===== config.mk =====
export PLATFORM = sky130hd
export DESIGN_NAME = tcw_ctrl
export DESIGN_NICKNAME = d
export VERILOG_FILES = /design/src/rtl/tcw_pkg.sv /design/src/rtl/tcw_ctrl.sv
export SDC_FILE = /design/constraint.sdc
export NUM_CORES = 1
export LEC_CHECK = 0
export ABC_AREA = 1
export BUFFER_PORTS_ARGS = -buffer_cell sky130_fd_sc_hd__buf_2
export CORE_AREA = 2 2 39 41
export DETAILED_ROUTE_END_ITERATION = 8
export DIE_AREA = 0 0 41 43
export GPL_TIMING_DRIVEN = 0
export MAX_ROUTING_LAYER = met4
export PLACE_DENSITY = 0.43
export SETUP_SLACK_MARGIN = 0.3
export SLEW_MARGIN = 0
export SYNTH_ARGS = -nofsm -noshare
export SYNTH_HDL_FRONTEND = slang
export SYNTH_SLANG_ARGS = --single-unit

===== constraint.sdc =====
create_clock -name clk -period 1.5 [get_ports clk]
set_clock_uncertainty 0.2 [all_clocks]
set_input_delay 0.3 -clock clk [delete_from_list [all_inputs] [get_ports clk]]
set_output_delay 0.3 -clock clk [all_outputs]
set_load 0.03 [all_outputs]

===== src/rtl/tcw_pkg.sv =====
// Types, constants and control bundles of the text console writer.
package tcw_pkg;

    localparam int SCREEN_WIDTH  = 80;
    localparam int SCREEN_HEIGHT = 25;
    localparam int CELL_COUNT    = SCREEN_WIDTH * SCREEN_HEIGHT;

    localparam int ADDR_W  = 11;
    localparam int ROW_W   = 5;
    localparam int COL_W   = 7;
    localparam int CELL_W  = 16;
    localparam int CHAR_W  = 8;
    localparam int COLOR_W = 4;
    localparam int SCAN_W  = $clog2(CELL_COUNT + SCREEN_WIDTH + 1);

    localparam int CFG_INDEX_W = 2;
    localparam logic [CFG_INDEX_W-1:0] REG_FG_COLOR = CFG_INDEX_W'(0);
    localparam logic [CFG_INDEX_W-1:0] REG_BG_COLOR = CFG_INDEX_W'(1);

    localparam logic OP_PUT  = 1'b0;
    localparam logic OP_READ = 1'b1;

    localparam logic [CHAR_W-1:0] BYTE_BS    = 8'h08;
    localparam logic [CHAR_W-1:0] BYTE_TAB   = 8'h09;
    localparam logic [CHAR_W-1:0] BYTE_NL    = 8'h0A;
    localparam logic [CHAR_W-1:0] BYTE_CR    = 8'h0D;
    localparam logic [CHAR_W-1:0] BYTE_SPACE = 8'h20;
    localparam int                TAB_STOP   = 4;

    localparam logic [CELL_W-1:0]  CELL_RESET = 16'h0F20;
    localparam logic [COLOR_W-1:0] FG_RESET   = 4'hF;
    localparam logic [COLOR_W-1:0] BG_RESET   = 4'h0;

    typedef struct packed {
        logic              op;
        logic [CHAR_W-1:0] char_code;
        logic [ADDR_W-1:0] cell_address;
    } item_t;

    typedef struct packed {
        logic [CELL_W-1:0] cell_value;
        logic [ROW_W-1:0]  cursor_row;
        logic [COL_W-1:0]  cursor_column;
        logic              did_scroll;
    } result_t;

    typedef struct packed {
        logic load;
        logic exec;
        logic clear_wr;
        logic scroll_step;
        logic emit;
    } cmd_t;

    typedef struct packed {
        logic is_read;
        logic need_scroll;
        logic clear_last;
        logic scroll_last;
    } stat_t;

endpackage


===== src/rtl/tcw_ctrl.sv =====
// Controller state machine of the text console writer.
module tcw_ctrl (
    input  logic           clk,
    input  logic           rst_n,
    input  logic           start,
    input  tcw_pkg::stat_t stat,
    output tcw_pkg::cmd_t  cmd,
    output logic           busy
);
    import tcw_pkg::*;

    typedef enum logic [2:0] {
        S_CLEAR,
        S_IDLE,
        S_EXEC,
        S_READ,
        S_SCROLL
    } state_t;

    state_t state_reg;
    state_t state_next;
    logic   busy_reg;

    always_comb
    begin
        cmd        = '0;
        state_next = state_reg;
        unique case (state_reg)
            S_CLEAR:
            begin
                cmd.clear_wr = 1'b1;
                if (stat.clear_last)
                begin
                    state_next = S_IDLE;
                end
            end
            S_IDLE:
            begin
                if (start)
                begin
                    cmd.load   = 1'b1;
                    state_next = S_EXEC;
                end
            end
            S_EXEC:
            begin
                cmd.exec = 1'b1;
                priority if (stat.is_read)
                begin
                    state_next = S_READ;
                end
                else if (stat.need_scroll)
                begin
                    state_next = S_SCROLL;
                end
                else
                begin
                    cmd.emit   = 1'b1;
                    state_next = S_IDLE;
                end
            end
            S_READ:
            begin
                cmd.emit   = 1'b1;
                state_next = S_IDLE;
            end
            S_SCROLL:
            begin
                cmd.scroll_step = 1'b1;
                if (stat.scroll_last)
                begin
                    cmd.emit   = 1'b1;
                    state_next = S_IDLE;
                end
            end
            default:
            begin
                state_next = S_IDLE;
            end
        endcase
    end

    always_ff @(posedge clk or negedge rst_n)
    begin
        if (!rst_n)
        begin
            state_reg <= S_CLEAR;
            busy_reg  <= 1'b1;
        end
        else
        begin
            state_reg <= state_next;
            busy_reg  <= (state_next != S_IDLE);
        end
    end

    assign busy = busy_reg;

endmodule


# [Yosys cells after proc, flatten, opt, wreduce, memory -nomap -nowiden]
# Index checks and enable logic that the tools add are counted.
# Widths: inputs -> output; s select.
[op_classes] n_eq_ne=5 mux=15 n_reduce_logical=1
[op_table] op="$mux 3" count=5
[op_table] op="$pmux 3 s4" count=1
[op_table] op="$mux 1" count=8
[op_table] op="$eq 3x2->1 const B" count=2
[op_table] op="$eq 3x1->1 const B" count=1
[op_table] op="$eq 3x3->1 const B" count=1
[op_table] op="$logic_not 3->1" count=1
[op_table] op="$ne 3x1->1 const B" count=1
[op_table] op="$pmux 1 s3" count=1
[word_totals] ff_bits=4 in_bits=7 out_inout_bits=6 word_cells=23

# [Logic depth before layout (Yosys ltp)]
[depth] ltp_word=4 mapped_depth=7

# [Least setup slack after synthesis]
# Ideal clock, no wire load.
[synth_path] path_type="reg2out" from="register state_reg[2]" to="output port cmd[0] (netlist bit)" arrival_ns=1.224 required_time_ns=1.000 slack_ns=-0.224 path_stages_with_launch=4 path_buffers=0 path_cell_list="dfrtp_1 -> inv_2 -> nand2_2 -> o21ai_0"
[synth_lines] element="start, declared" line_no="tcw_ctrl.sv:20" text="state_t state_reg;"
[synth_lines] element="start signal, assigned" line_no="tcw_ctrl.sv:92" text="state_reg <= state_next;"
[synth_lines] element="end, declared" line_no="tcw_ctrl.sv:7" text="output tcw_pkg::cmd_t cmd,"

==> metrics.md <==
| Metric | Value |
|---|---|
| Min-Delay Path Class | in2reg |
| Slew HR | 0.8746 |
| Setup crit end kind | primary output |
| Worst Tran Pin Value | approximately 0.19 ns |
| Nets | 73 |
| Startpoint Class | register |
| PortBufs | 12 |
| Sw frac | 0.4594 |
| Pwr/cell area | roughly 2100 mW/mm² |
| Hold wc startpoint | stat[0] |
| Area delta synth->final | 105.7% |
| Final Instance Count excl. Fillers | 81 |
| Drt via density | 3.951 |
| Placed cell count | 67 |
| Synthesized area | roughly 270 µm² |
| Clk_lat worst skew | around 0.24 ns |
| First-pass GRT wire length | about 1100 µm |
| Clock Sinks | 4 |
| Fill cell count | ~150 |
| Yosys warns | 0 |
| Die width | 41 µm |
| Reg2Reg Capture Point | busy |
| Max Clk Rate | between 0.5 and 0.6 GHz |
| Mapped Nets | 46 |
| Ports | 13 |
| Die area | roughly 0.0018 mm² |
| Largest net degree at the start of global routing | 7 |
| Final critical-path required period | roughly 1.7 ns |
| CORE AREA | 0.001384 mm² |
| Worst reg2reg startpoint | state_reg[2] |
| Via count | 320 |
| Max reg flops | 3 |
| # Max-Cap Violations | 0 |
| Worst Path Arrival | approximately 1.2 ns |
| Reg power frac | 0.208 |
| R2r setup slk | 0.12 ns |
| Clock transition at the registers of the reported paths | about 0.040 ns |
| Final setup vio count | 5 |
| Routed wire length | roughly 700 µm |
| Critical Path Fanout Max | 5 |
| Final hold violation count | 0 |
| CTS Buf Count | 3 |
| Initial Util | 0.1917 |
| Rows | 14 |
| Leakage | around 0.27 nW |
| Status | finished, violations left |
| Final setup margin | -0.1814 ns |
| Util after Layout | 0.3942 |
| Critical path class | reg2out |
| Hpwl dp | between 400 and 500 µm |
| Hold path cells | 2 |
| Multiplexer share of the synthesized area | 0 |
| Failing checks | setup timing |
| Count of cell types in the netlist | 13 |
| Clock share of power | 0.132 |
| Routed WL per cell | between 8 and 9 µm |
| Seq. cell area | 103.9 µm² |
| Main combinational cell family by area after synthesis | simple AND/OR/NAND/NOR gates |
| Peak supply drop | 714.8 µV |
| CTS tree | yes |
| Max Slew Vio Count | 0 |
| Int Pwr | just over 0.0006 W |
| Clk buf depth | 2 |
| Tcrit/Tclk final | 1.121 |
| Iteration-0 DRC Markers | 2 |
| Total GRT Usage | 0.09307 |
| Synthesized instance count | 39 |
| Residual DRC | 0 |
| Post-Syn Area per Cell | between 6 and 7 µm² |
| H-Tree Depth | 1 |
| Antenna Nets Post-Route | 0 |
| Synth Area in Adders | 0 |
| Hold Path Sink | state_reg[2] |
| Diodes inserted | 0 |
| CP required | 1.00 ns |
| Clk root buf | clkbuf_4 |
| Drt first pass iters | 3 |
| Path depth of the worst reg2reg path | 9 |
| #FFs+latches synth | 4 |
| Switch Pwr | between 0.0005 and 0.0006 W |
| Area share of xor/xnor cells in the synthesized design | 0 |
| Multi-input gate area | ~190 µm² |
| Max stage delay on crit path | ~0.45 ns |
| Overflow after GRT | 0 |
| Register area share after synthesis | 0.3821 |
| Comb power frac | 0.660 |
| Post-synthesis compound-gate area fraction | 0.08962 |
| Gpl congestion | 0.6522 |
| Initial antenna violation count | 0 |
| Slowest cell on the critical path | dfrtp_2 |
| Die height | 43 µm |
| RSZ-0062 raised after global routing | true |
| Simple-gate share of the synthesized area | 0.4292 |
| Vias in the first global route | 295 |
| CP cell instances | nor2_4 > nand3_4 > o21ai_4 > buf_6 |
| Layout cell share with drive strength beyond 1 | 0.6923 |
-- per-layer routing --
layer | vias up | share of wire | global-route usage | wire length, µm
li1 | 170 | - | - | -
met2 | 11 | 0.54 | 0.1375 | 377
met5 | - | 0 | - | 0
met3 | 0 | 0.085 | 0.04712 | 60
met1 | 139 | 0.38 | 0.1111 | 265
met4 | 0 | 0 | 0.02000 | 0
-- power groups by stage --
stage               sequential [W]  combinational (W)  clock, W
detailed placement        0.000229           0.000511         0
finish                    0.000238           0.000756  0.000151
global placement          0.000229           0.000512         0
CTS                       0.000234           0.000689  0.000161
floorplan                 0.000247           0.000383         0
global route              0.000244           0.000820  0.000172
-- cell usage in the layout, fill, tap and decap left out, drive strengths merged --
cell          n
nand2        10
inv           7
nand3         2
nor2         11
nand3b        1
clkbuf        4
o21ai         4
dlygate4sd3   1
dfstp         1
buf          21
dfrtp         3
-- cell usage after synthesis --
master / instances / area, µm²
dfrtp_1: 3 / 75.07
inv_2: 2 / 7.510
nor2_1: 7 / 26.28
inv_1: 5 / 18.77
nor2_2: 4 / 25.02
nand2_1: 7 / 26.28
nand3b_1: 1 / 7.510
o21ai_2: 1 / 8.760
dfstp_2: 1 / 26.28
o21ai_0: 2 / 10.01
o21ai_1: 1 / 5.000
nand2_2: 3 / 18.77
nand3_1: 2 / 10.01
-- repair_timing --
item	in CTS	in global routing
endpoints found under the setup margin	9	10
pin swaps	2	7
buffers inserted	5	4
endpoints found under the hold margin	4	0
hold buffers	1	0
resized for setup	15	6
-- area by class of cell --
| type | instances | area share |
|---|---|---|
| clock buffers | 4 | 0.04817 |
| inverters | 7 | 0.04817 |
| multi-input cells | 28 | 0.3417 |
| flip-flops and latches | 4 | 0.1904 |
| well taps | 16 | 0.03670 |
| repair buffers | 22 | 0.3349 |
-- how the worst max path moves through the flow --
stage	endpoint	start	slack (ns)	depth (start not counted)
3_3_place_gp	cmd[0]	state_reg[0]	-0.05	4
3_5_place_dp	cmd[0]	state_reg[0]	-0.04	4
6_report	cmd[0]	state_reg[1]	-0.18	4
5_1_grt	cmd[0]	state_reg[1]	-0.24	4
4_1_cts	cmd[0]	state_reg[0]	-0.17	4
2_1_floorplan	cmd[2]	state_reg[0]	0.15	3
-- kinds of logic after synthesis --
logic type,count (synthesis)
AND/OR/NAND/NOR,24
AO/OA/AOI/OAI,4
flip-flops,4
buffers and inverters,7
-- through the flow --
step | setup slack (ns) | TNS [ns] | hold slack, ns | power, W | instance area, µm²
2_1_floorplan | 0.1477 | 0 | -0.1956 | 0.0006305 | 295.3
5_1_grt | -0.2429 | -1.032 | 0.09741 | 0.001236 | 545.5
4_1_cts | -0.1739 | -0.7048 | 0.06438 | 0.001084 | 490.5
6_report | -0.1814 | -0.7197 | 0.09129 | 0.001146 | 545.5
3_3_place_gp | -0.05156 | -0.06310 | -0.09168 | 0.0007406 | 375.4
3_5_place_dp | -0.03734 | -0.03734 | -0.09613 | 0.0007402 | 375.4
-- critical path: cells and delay by family, from the launching register on --
kind	cells	cell delay, ns
DFF	1	0.45
and+or+nand+nor	2	0.29
buffers and inverters	1	0.14
AOI/OAI and AO/OA	1	0.06
(Power assumes the default switching activity.)
